`src/hw/rtl/fsle_pkg.sv`:
```
// fsle_pkg: shared sizes and controller/datapath interface types for the
// first-seen level encoder. No dependencies.
package fsle_pkg;

    localparam int MAX_LEVELS = 64;
    localparam int VALUE_BITS = 32;
    localparam int ADDR_BITS  = $clog2(MAX_LEVELS);
    localparam int LEVEL_BITS = $clog2(MAX_LEVELS + 1);

    localparam logic [LEVEL_BITS-1:0] LIMIT_RESET = LEVEL_BITS'(MAX_LEVELS);

    // commands from the controller to the datapath
    typedef struct packed {
        logic accept;   // input transfer this cycle: latch key, clear scan
        logic scan;     // walk the table
        logic finish;   // load the result register, append on a miss with room
    } fsle_cmd_t;

    // status from the datapath to the controller
    typedef struct packed {
        logic done;     // match found or table exhausted
        logic out_free; // result register can take a new result
    } fsle_status_t;

endpackage

```
`src/hw/rtl/fsle_ctrl.sv`:
```
// fsle_ctrl: sequencing state machine of the first-seen level encoder.
// Depends on fsle_pkg for the command and status types.
module fsle_ctrl (
    input  logic                  aclk,
    input  logic                  aresetn,
    input  logic                  s_valid,
    output logic                  s_ready,
    input  fsle_pkg::fsle_status_t status,
    output fsle_pkg::fsle_cmd_t   cmd
);
    import fsle_pkg::*;

    typedef enum logic [1:0] {
        ST_IDLE,
        ST_SCAN,
        ST_FINISH
    } state_t;

    state_t state_reg;
    state_t state_next;

    // next state
    always_comb begin
        state_next = state_reg;
        case (state_reg)
            ST_IDLE: begin
                if (s_valid) begin
                    state_next = ST_SCAN;
                end
            end
            ST_SCAN: begin
                if (status.done) begin
                    state_next = ST_FINISH;
                end
            end
            ST_FINISH: begin
                if (status.out_free) begin
                    state_next = ST_IDLE;
                end
            end
            default: begin
                state_next = ST_IDLE;
            end
        endcase
    end

    // commands decoded from the current state
    always_comb begin
        s_ready    = (state_reg == ST_IDLE);
        cmd.accept = (state_reg == ST_IDLE) && s_valid;
        cmd.scan   = (state_reg == ST_SCAN);
        cmd.finish = (state_reg == ST_FINISH) && status.out_free;
    end

    // state register
    always_ff @(posedge aclk) begin
        if (!aresetn) begin
            state_reg <= ST_IDLE;
        end else begin
            state_reg <= state_next;
        end
    end

endmodule

```
`src/hw/rtl/fsle_datapath.sv`:
```
// fsle_datapath: value table, scan pipeline, count and limit registers and
// the result register of the first-seen level encoder. Depends on fsle_pkg.
module fsle_datapath (
    input  logic                                aclk,
    input  logic                                aresetn,
    input  fsle_pkg::fsle_cmd_t                 cmd,
    output fsle_pkg::fsle_status_t              status,
    input  logic                                cfg_we,
    input  logic [fsle_pkg::LEVEL_BITS-1:0]     cfg_wdata,
    input  logic signed [fsle_pkg::VALUE_BITS-1:0] s_value,
    input  logic                                s_starts_set,
    output logic                                m_valid,
    input  logic                                m_ready,
    output logic [fsle_pkg::LEVEL_BITS-1:0]     m_level,
    output logic                                m_is_new,
    output logic [fsle_pkg::LEVEL_BITS-1:0]     m_distinct_count,
    output logic                                m_overflow
);
    import fsle_pkg::*;

    // table of distinct values, in first-seen order
    logic [VALUE_BITS-1:0] seen_mem [MAX_LEVELS];

    logic [VALUE_BITS-1:0] key_reg;
    logic [LEVEL_BITS-1:0] count_reg;
    logic [LEVEL_BITS-1:0] limit_reg;
    logic [LEVEL_BITS-1:0] issue_idx_reg;
    logic                  rd_valid_reg;
    logic [ADDR_BITS-1:0]  rd_idx_reg;
    logic [VALUE_BITS-1:0] rdata_reg;
    logic                  found_reg;
    logic [ADDR_BITS-1:0]  found_idx_reg;

    logic                  m_valid_reg;
    logic [LEVEL_BITS-1:0] level_reg;
    logic                  is_new_reg;
    logic [LEVEL_BITS-1:0] distinct_reg;
    logic                  overflow_reg;

    logic                  more;
    logic                  issue;
    logic                  hit;
    logic                  room;

    // scan control: one table read issued per cycle until a match or the end of the filled table
    assign more  = (issue_idx_reg < count_reg);
    assign issue = cmd.scan && !found_reg && more;
    assign hit   = rd_valid_reg && (rdata_reg == key_reg);
    assign room  = (count_reg < limit_reg) && (count_reg < LEVEL_BITS'(MAX_LEVELS));

    assign status.done     = found_reg || (!more && !rd_valid_reg);
    assign status.out_free = !m_valid_reg || m_ready;

    // table port: registered read while scanning, append on a miss with room
    always_ff @(posedge aclk) begin
        rdata_reg <= seen_mem[issue_idx_reg[ADDR_BITS-1:0]];
        if (cmd.finish && !found_reg && room) begin
            seen_mem[count_reg[ADDR_BITS-1:0]] <= key_reg;
        end
    end

    // scan pipeline and match capture
    always_ff @(posedge aclk) begin
        if (!aresetn) begin
            issue_idx_reg <= '0;
            rd_valid_reg  <= 1'b0;
            found_reg     <= 1'b0;
        end else if (cmd.accept) begin
            issue_idx_reg <= '0;
            rd_valid_reg  <= 1'b0;
            found_reg     <= 1'b0;
        end else begin
            rd_valid_reg <= issue;
            if (issue) begin
                issue_idx_reg <= issue_idx_reg + LEVEL_BITS'(1);
            end
            if (cmd.scan && hit && !found_reg) begin
                found_reg <= 1'b1;
            end
        end
    end

    // payload of the scan, no reset needed
    always_ff @(posedge aclk) begin
        rd_idx_reg <= issue_idx_reg[ADDR_BITS-1:0];
        if (cmd.accept) begin
            key_reg <= s_value;
        end
        if (cmd.scan && hit && !found_reg) begin
            found_idx_reg <= rd_idx_reg;
        end
    end

    // distinct count and level limit
    always_ff @(posedge aclk) begin
        if (!aresetn) begin
            count_reg <= '0;
            limit_reg <= LIMIT_RESET;
        end else begin
            if (cfg_we) begin
                limit_reg <= cfg_wdata;
            end
            if (cmd.accept && s_starts_set) begin
                count_reg <= '0;
            end else if (cmd.finish && !found_reg && room) begin
                count_reg <= count_reg + LEVEL_BITS'(1);
            end
        end
    end

    // result register
    always_ff @(posedge aclk) begin
        if (!aresetn) begin
            m_valid_reg <= 1'b0;
        end else if (cmd.finish) begin
            m_valid_reg <= 1'b1;
        end else if (m_ready) begin
            m_valid_reg <= 1'b0;
        end
    end

    always_ff @(posedge aclk) begin
        if (cmd.finish) begin
            if (found_reg) begin
                level_reg    <= LEVEL_BITS'(found_idx_reg) + LEVEL_BITS'(1);
                is_new_reg   <= 1'b0;
                distinct_reg <= count_reg;
                overflow_reg <= 1'b0;
            end else if (room) begin
                level_reg    <= count_reg + LEVEL_BITS'(1);
                is_new_reg   <= 1'b1;
                distinct_reg <= count_reg + LEVEL_BITS'(1);
                overflow_reg <= 1'b0;
            end else begin
                level_reg    <= '0;
                is_new_reg   <= 1'b1;
                distinct_reg <= count_reg;
                overflow_reg <= 1'b1;
            end
        end
    end

    assign m_valid          = m_valid_reg;
    assign m_level          = level_reg;
    assign m_is_new         = is_new_reg;
    assign m_distinct_count = distinct_reg;
    assign m_overflow       = overflow_reg;

    // table never holds more than its depth
    a_count_bound: assert property (@(posedge aclk) disable iff (!aresetn)
        count_reg <= LEVEL_BITS'(MAX_LEVELS))
        else $error("distinct count beyond table depth");

    // a captured match always lies inside the filled part of the table
    a_found_in_table: assert property (@(posedge aclk) disable iff (!aresetn)
        found_reg |-> (LEVEL_BITS'(found_idx_reg) < count_reg))
        else $error("match index outside filled table");

    // count only shrinks when a new set starts
    a_count_grows: assert property (@(posedge aclk) disable iff (!aresetn)
        !(cmd.accept && s_starts_set) |=> (count_reg >= $past(count_reg)))
        else $error("distinct count dropped without set start");

    // an overflow result carries level zero
    a_overflow_level: assert property (@(posedge aclk) disable iff (!aresetn)
        cmd.finish |=> (!overflow_reg || (level_reg == '0)))
        else $error("overflow result with non-zero level");

endmodule

```
`src/hw/rtl/first_seen_level_encoder_core.sv`:
```
// Top level of the first-seen level encoder: controller plus datapath.
// Depends on fsle_pkg, fsle_ctrl and fsle_datapath.
//
// Each input value gets its level, the 1-based position of that value in the
// order the distinct values of the current set first appeared; starts_set
// empties the table before the item is looked up. A new value past the
// level limit (cfg_wdata, reset 64, capped at the 64-entry table) gives level
// 0 with overflow and is not stored. The table is a memory with one read and
// one write port, searched one entry per cycle, so the time from input
// transfer to result grows with the number of entries scanned, and is longer
// while a previous result still waits on m_ready. The next input can be taken
// in the cycle after the result reaches the output register, which holds it
// until the result transfer. No clearing pass is needed after reset.
module first_seen_level_encoder_core (
    input  logic                                   aclk,
    input  logic                                   aresetn,
    input  logic                                   cfg_we,
    input  logic [fsle_pkg::LEVEL_BITS-1:0]        cfg_wdata,
    input  logic                                   s_valid,
    output logic                                   s_ready,
    input  logic signed [fsle_pkg::VALUE_BITS-1:0] s_value,
    input  logic                                   s_starts_set,
    output logic                                   m_valid,
    input  logic                                   m_ready,
    output logic [fsle_pkg::LEVEL_BITS-1:0]        m_level,
    output logic                                   m_is_new,
    output logic [fsle_pkg::LEVEL_BITS-1:0]        m_distinct_count,
    output logic                                   m_overflow
);
    import fsle_pkg::*;

    fsle_cmd_t    cmd;
    fsle_status_t status;

    // sequencing
    fsle_ctrl u_ctrl (
        .aclk    (aclk),
        .aresetn (aresetn),
        .s_valid (s_valid),
        .s_ready (s_ready),
        .status  (status),
        .cmd     (cmd)
    );

    // table, scan and result register
    fsle_datapath u_datapath (
        .aclk             (aclk),
        .aresetn          (aresetn),
        .cmd              (cmd),
        .status           (status),
        .cfg_we           (cfg_we),
        .cfg_wdata        (cfg_wdata),
        .s_value          (s_value),
        .s_starts_set     (s_starts_set),
        .m_valid          (m_valid),
        .m_ready          (m_ready),
        .m_level          (m_level),
        .m_is_new         (m_is_new),
        .m_distinct_count (m_distinct_count),
        .m_overflow       (m_overflow)
    );

endmodule
```
`config.mk`:
```
export PLATFORM = sky130hd
export DESIGN_NAME = first_seen_level_encoder_core
export DESIGN_NICKNAME = d
export VERILOG_FILES = /design/src/hw/rtl/fsle_pkg.sv /design/src/hw/rtl/fsle_ctrl.sv /design/src/hw/rtl/fsle_datapath.sv /design/src/hw/rtl/first_seen_level_encoder_core.sv
export SDC_FILE = /design/constraint.sdc
export NUM_CORES = 2
export LEC_CHECK = 0
export BUFFER_PORTS_ARGS = -buffer_cell sky130_fd_sc_hd__buf_2
export CORE_MARGIN = 3
export CORE_UTILIZATION = 40
export CTS_CLUSTER_DIAMETER = 200
export DETAILED_ROUTE_END_ITERATION = 8
export PLACE_DENSITY_LB_ADDON = 0.25
export SLEW_MARGIN = 10
export SYNTH_ARGS = -nofsm -noshare
export SYNTH_HDL_FRONTEND = slang
export SYNTH_SLANG_ARGS = --single-unit
```
`constraint.sdc`:
```
create_clock -name aclk -period 6.3 [get_ports aclk]
set_clock_uncertainty 0.1 [all_clocks]
set_input_delay 0.315 -clock aclk [delete_from_list [all_inputs] [get_ports aclk]]
set_output_delay 0.315 -clock aclk [all_outputs]
set_load 0.02 [all_outputs]
```
Word-level counts from Yosys, hierarchy flattened
Memory sizes are Yosys's and may differ from the RTL's. A register that Yosys moved wholly into a read port is not among the register bits.
Cells that the tools add are included.
- word-level logic and storage cells: 65
- bits in read-only memories: 0
- latch bits: 0
- flip-flop bits (word level): 86
- memories kept: 1
- RAM bits: 2048
- input port bits: 45
- output and inout bits: 18
- memories (memory ; words ; bits a word ; read ports ; clocked after memory_dff ; wr ports ; RTL line ; source):
    u_datapath.seen_mem ; 64 ; 32 ; 1 ; 1 ; 1 ; fsle_datapath.sv:22 ; logic [VALUE_BITS-1:0] seen_mem [MAX_LEVELS];
- magnitude comparators: 3
- $add $sub $neg: 3
- multiplexer cells: 14
- shifts and indexed selects: 0
- bitwise logic cells: 1
- reduce and logical (&&, ||, !) cells: 23
- $mul: 0
- divide/modulo/power cells: 0
- equality and inequality tests: 6
- operator list (cell ; number):
    == test 32 bit ; 1
    2-to-1 mux 7 bit ; 4
    adder 7 x 1 -> 7 bit (second input constant) ; 2
    < comparator 7 bit ; 2
    logical AND 1 bit ; 12
    adder 6 x 1 -> 7 bit (second input constant) ; 1
    < comparator 7 bit (second input constant) ; 1
    2-to-1 mux 1 bit ; 6
    2-to-1 mux 2 bit ; 3
    case mux 2 bit (3 select lines) ; 1
    zero test 1 bit ; 4
    != test 2 bit (second input constant) ; 2
    OR reduction 2 bit ; 2
    AND reduction 3 bit ; 1
    == test 2 x 1 -> 1 bit (second input constant) ; 1
    == test 2 bit (second input constant) ; 1
    zero test 2 bit ; 1
    logical OR 1 bit ; 2
    != test 2 x 1 -> 1 bit (second input constant) ; 1
    nonzero test 2 bit ; 1
    NOT 1 bit ; 1

Longest topological paths before layout
- depth in word-level cells: 7
- depth in mapped cells: 11
- mapped depth without buffers: 10

Cells and area by module
From an unflattened synthesis, not the netlist that was laid out.
- cell total of the unflattened synthesis: 3527
- area total of the unflattened synthesis: 82366.5 sq um
- modules (own cells, without submodules) (module ; area each (sq um) ; cells an instance ; instances):
    fsle_datapath ; 82253.9 ; 3514 ; 1
    fsle_ctrl ; 112.6 ; 13 ; 1

Least setup slack after synthesis
OpenSTA, ideal clock, no wires.
- path type: register to register
- from: register u_datapath.limit_reg[4]
- to: memory u_datapath.seen_mem[1][0] (enable)
- path buffers: 2
- data required time: 5.739 ns
- setup slack: 1.421 ns
- stages on the path, launching flop included: 11
- arrival: 4.318 ns
- clock period less this slack: 4.879 ns
- cells stage by stage: dfxtp_1 inv_1 ha_1 a21o_1 a21o_1 a2111oi_2 o21a_1 clkbuf_1 nand2_1 clkbuf_1 nor3_1
- longest elaborated chain between the ends: 5
- ends and longest elaborated chain (item ; RTL line ; source):
    from (decl) ; fsle_datapath.sv:26 ; logic [LEVEL_BITS-1:0] limit_reg;
    from (signal assigned) ; fsle_datapath.sv:101 ; limit_reg <= cfg_wdata;
    < comparator 7 bit ; fsle_datapath.sv:49 ; assign room = (count_reg < limit_reg) && (count_reg < LEVEL_BITS'(MAX_LEVELS));
    logical AND 1 bit ; fsle_datapath.sv:49 ;
    logical AND 1 bit ; fsle_datapath.sv:57 ; if (cmd.finish && !found_reg && room) begin
    2-to-1 mux 1 bit ; fsle_datapath.sv:57 ;
    2-to-1 mux 1 bit (implied by the code) ; fsle_datapath.sv:58 ; seen_mem[count_reg[ADDR_BITS-1:0]] <= key_reg;
    to (decl) ; fsle_datapath.sv:22 ;
No other way between the ends.

Final worst setup path
- from: register u_datapath.count_reg[4]
- to: memory u_datapath.seen_mem[11][0] (enable)
- longest elaborated chain between the ends: 5
- elaborated cells between the ends (all ways): 6
- those cells by class: order compare: 2; mux: 2; reduce/logical: 2
- ends and longest elaborated chain (item ; RTL line ; source):
    from (decl) ; fsle_datapath.sv:25 ; logic [LEVEL_BITS-1:0] count_reg;
    from (signal assigned) ; fsle_datapath.sv:106 ; count_reg <= count_reg + LEVEL_BITS'(1);
    < comparator 7 bit ; fsle_datapath.sv:49 ;
    logical AND 1 bit ; fsle_datapath.sv:49 ;
    logical AND 1 bit ; fsle_datapath.sv:57 ;
    2-to-1 mux 1 bit ; fsle_datapath.sv:57 ;
    2-to-1 mux 1 bit (implied by the code) ; fsle_datapath.sv:58 ;
Parallel ways exist; a longest one is shown, timed or not.

==> metrics.txt <==
outcome completed; register area approximately 0.064 mm²; Maximum Capacitance Violations 0; row cnt approximately 170; Via Count 39.6k; Synth area leaders edfxtp_1 (77%), mux4_2 (15%), dfxtp_1 (1.6%); worst rel slew slack 0.176; syn avg cell area 22.6 µm²; initial antenna violation count 10; Nets roughly 4k; # setup viols final 0; Placed Cells approximately 6.3k; ANT nets after route 0; Mapped Area 0.0823 mm²; die width 460 µm; largest net degree at the start of global routing 96; vias in the first global route between 30k and 40k; crit path cell chain ha_1, a21o_1, a21o_1, a2111oi_2, o21ai_1, or4_2, nor2_4; Crit Path Category register to register; most frequent cell after synthesis edfxtp_1; share of power burned in registers 0.542; Synth Net Count around 3.7k; pwr dens around 310 mW/mm²; height of the die roughly 460 µm; Worst path slowest cell or4_2; fin cells between 6k and 7k; Synth Instances ~3.6k; Worst-Skew Late Latency 0.86 ns; #FFs+latches synth 2166; root buffer cell clkbuf_16; Slew @ Worst Pin approximately 1.2 ns; core area approximately 0.20 mm²; dominant synthesized flop cell edfxtp_1; fill cell count roughly 17k; clock slew at reported path FFs 0.06 ns; htree depth 4; layout cells sized above 1 0.276; CTS tree done; Hold Crit Class primary input to register; Critical Path Fanout Max 32; number of flip-flops in the largest register about 2k; Wirelength per Cell around 32 µm; Data required, critical path about 6.6 ns; Post-DP HPWL around 130000 µm; largest area contributor in the netlist edfxtp_1; CP endpoint kind register; Synth cell types between 40 and 50; TritonCTS Buffers roughly 220; clock network power share 0.438; commonest cells in the netlist edfxtp_1 (2102), mux4_2 (532), a22oi_1 (130); Crit path max-delay family simple AND/OR/NAND/NOR gates; dpl ws ~1.7 ns; I/O pin cnt between 60 and 70; first-pass GRT wire length ~300000 µm; Sw Ratio 0.203; GRT Overall Usage 0.205; leakage power ~29 nW; total power draw 29.3 mW; Yosys warning total 0; Final Hold Vio Count 0; Slew Limit Fails 0; total grt overflow 0; setup ws final approximately 1.7 ns; P&R area growth vs syn 14.9%; Multi-input gate area around 0.017 mm²; CP most frequent cell a21o_1; min Tclk post-route 4.65 ns; die area approximately 0.21 mm²; vias per cell 5.81; clock sink count 2166; Crit path largest cell delay roughly 1.1 ns; Final Cycle Share 0.738; total wire length ~220000 µm; P_sw between 5 and 6 mW; Synth Area in Compound Gates 0.0266; WP data arrival roughly 5 ns; Synth Area in Simple Gates 0.0157; Peak VDD IR approximately 0.29 mV; combinational fraction of design power 0.020; register area share after synthesis 0.783; largest family of logic cells by synthesized area multiplexers; Post-route DRC 0; Max Clk Rate roughly 220 MHz; Buf/Inv on CP 0; routability-driven placement congestion ratio between 0.8 and 0.9; Adder-Cell Fraction of Synth Area 0.00243; Yosys top cell area share 0.767; xor/xnor cell area share of the yosys netlist 0.00522; port bufs 62; Int Pwr around 23 mW; multiplexer area fraction after synthesis 0.155; Post-synth ARST share 0; TNS Setup 0 ns; Initial Utilization 0.405; EDFF count, synth about 2.1k; Detailed Routing Iterations Pass 1 5; Worst setup SP type register; Iteration-0 DRC Markers a little under 5k; Clock Path Buffers 3; RSZ-0062 raised after global routing false
## metal layers
| layer | global-route usage | share of wire |
|---|---|---|
| met5 | 0 | 0 |
| met4 | 0.0609 | 0.029 |
| met3 | 0.0335 | 0.076 |
| met2 | 0.303 | 0.45 |
| met1 | 0.312 | 0.44 |
## cell type report
class                   instances  area share
multi-input cells            1269       0.183
diodes                          3   0.0000794
clock buffers                 285      0.0624
well taps                    2672      0.0354
flip-flops and latches       2166       0.682
clock inverters               123      0.0128
repair buffers                275      0.0237
inverters                      17    0.000675
## layout by cell type, fill, tap and decap left out, types with 7 or more instances in the layout
master,count
inv_1,14
xor2_1,39
buf_2,62
bufinv_16,20
clkinv_1,52
clkbuf_1,55
nor3_1,9
nand2b_1,10
dlygate4sd3_1,56
nor2_4,34
nand2_1,60
a21oi_1,68
a22oi_1,130
buf_12,15
mux4_2,532
nor2_1,24
nand4_1,7
o221ai_1,9
nor3_2,33
edfxtp_1,2102
nand3_1,35
buf_4,142
dfxtp_1,58
mux2i_1,79
clkinv_2,36
a221o_1,9
xnor2_1,10
nor2b_1,23
clkbuf_16,224
a211oi_1,20
ha_1,16
o21ai_0,48
o22ai_1,11
nor4_1,9
## stage by stage
| stage | utilization | hold slack, ns | area (µm²) |
|---|---|---|---|
| finish | 0.465 | 0.0720 | 94500 |
| global route | 0.465 | 0.0397 | 94500 |
| CTS | 0.465 | 0.00575 | 94500 |
| detailed placement | 0.427 | 0.290 | 86800 |
| global placement | 0.427 | 0.287 | 86800 |
| floorplan | - | 0.252 | 82300 |
## power by group through the flow
stage	Combinational, mW	Sequential, mW	Clock, mW
2_1_floorplan	0.0984	16.3	0
3_3_place_gp	0.562	16.2	0
3_5_place_dp	0.576	16.2	0
4_1_cts	0.606	15.9	13.1
5_1_grt	0.633	15.9	13.7
6_report	0.598	15.9	12.8
## final timing paths
kind                                 endpoint  slack (ns)                startpoint  cells past startpoint
setup / recovery   u_datapath.seen_mem[11][0]        1.65   u_datapath.count_reg[4]                      7
setup reg to reg   u_datapath.seen_mem[11][0]        1.65   u_datapath.count_reg[4]                      7
hold / removal         u_datapath.key_reg[13]        0.07               s_value[13]                      2
hold reg to reg   u_datapath.found_idx_reg[1]        0.31  u_datapath.rd_idx_reg[1]                      0
## timing repair
action	in CTS	in global routing
buffers inserted	0	0
hold endpoints to repair	58	0
resized for setup	0	0
hold buffers	56	0
## cells by family after synthesis
kind of cell	count (synthesis)
muxes	611
buffers and inverters	210
and+or+nand+nor	268
AOI/OAI and AO/OA	325
xor gates and xnor gates	49
adders and majority gates	16
DFF	2166
(Power assumes the default switching activity.)
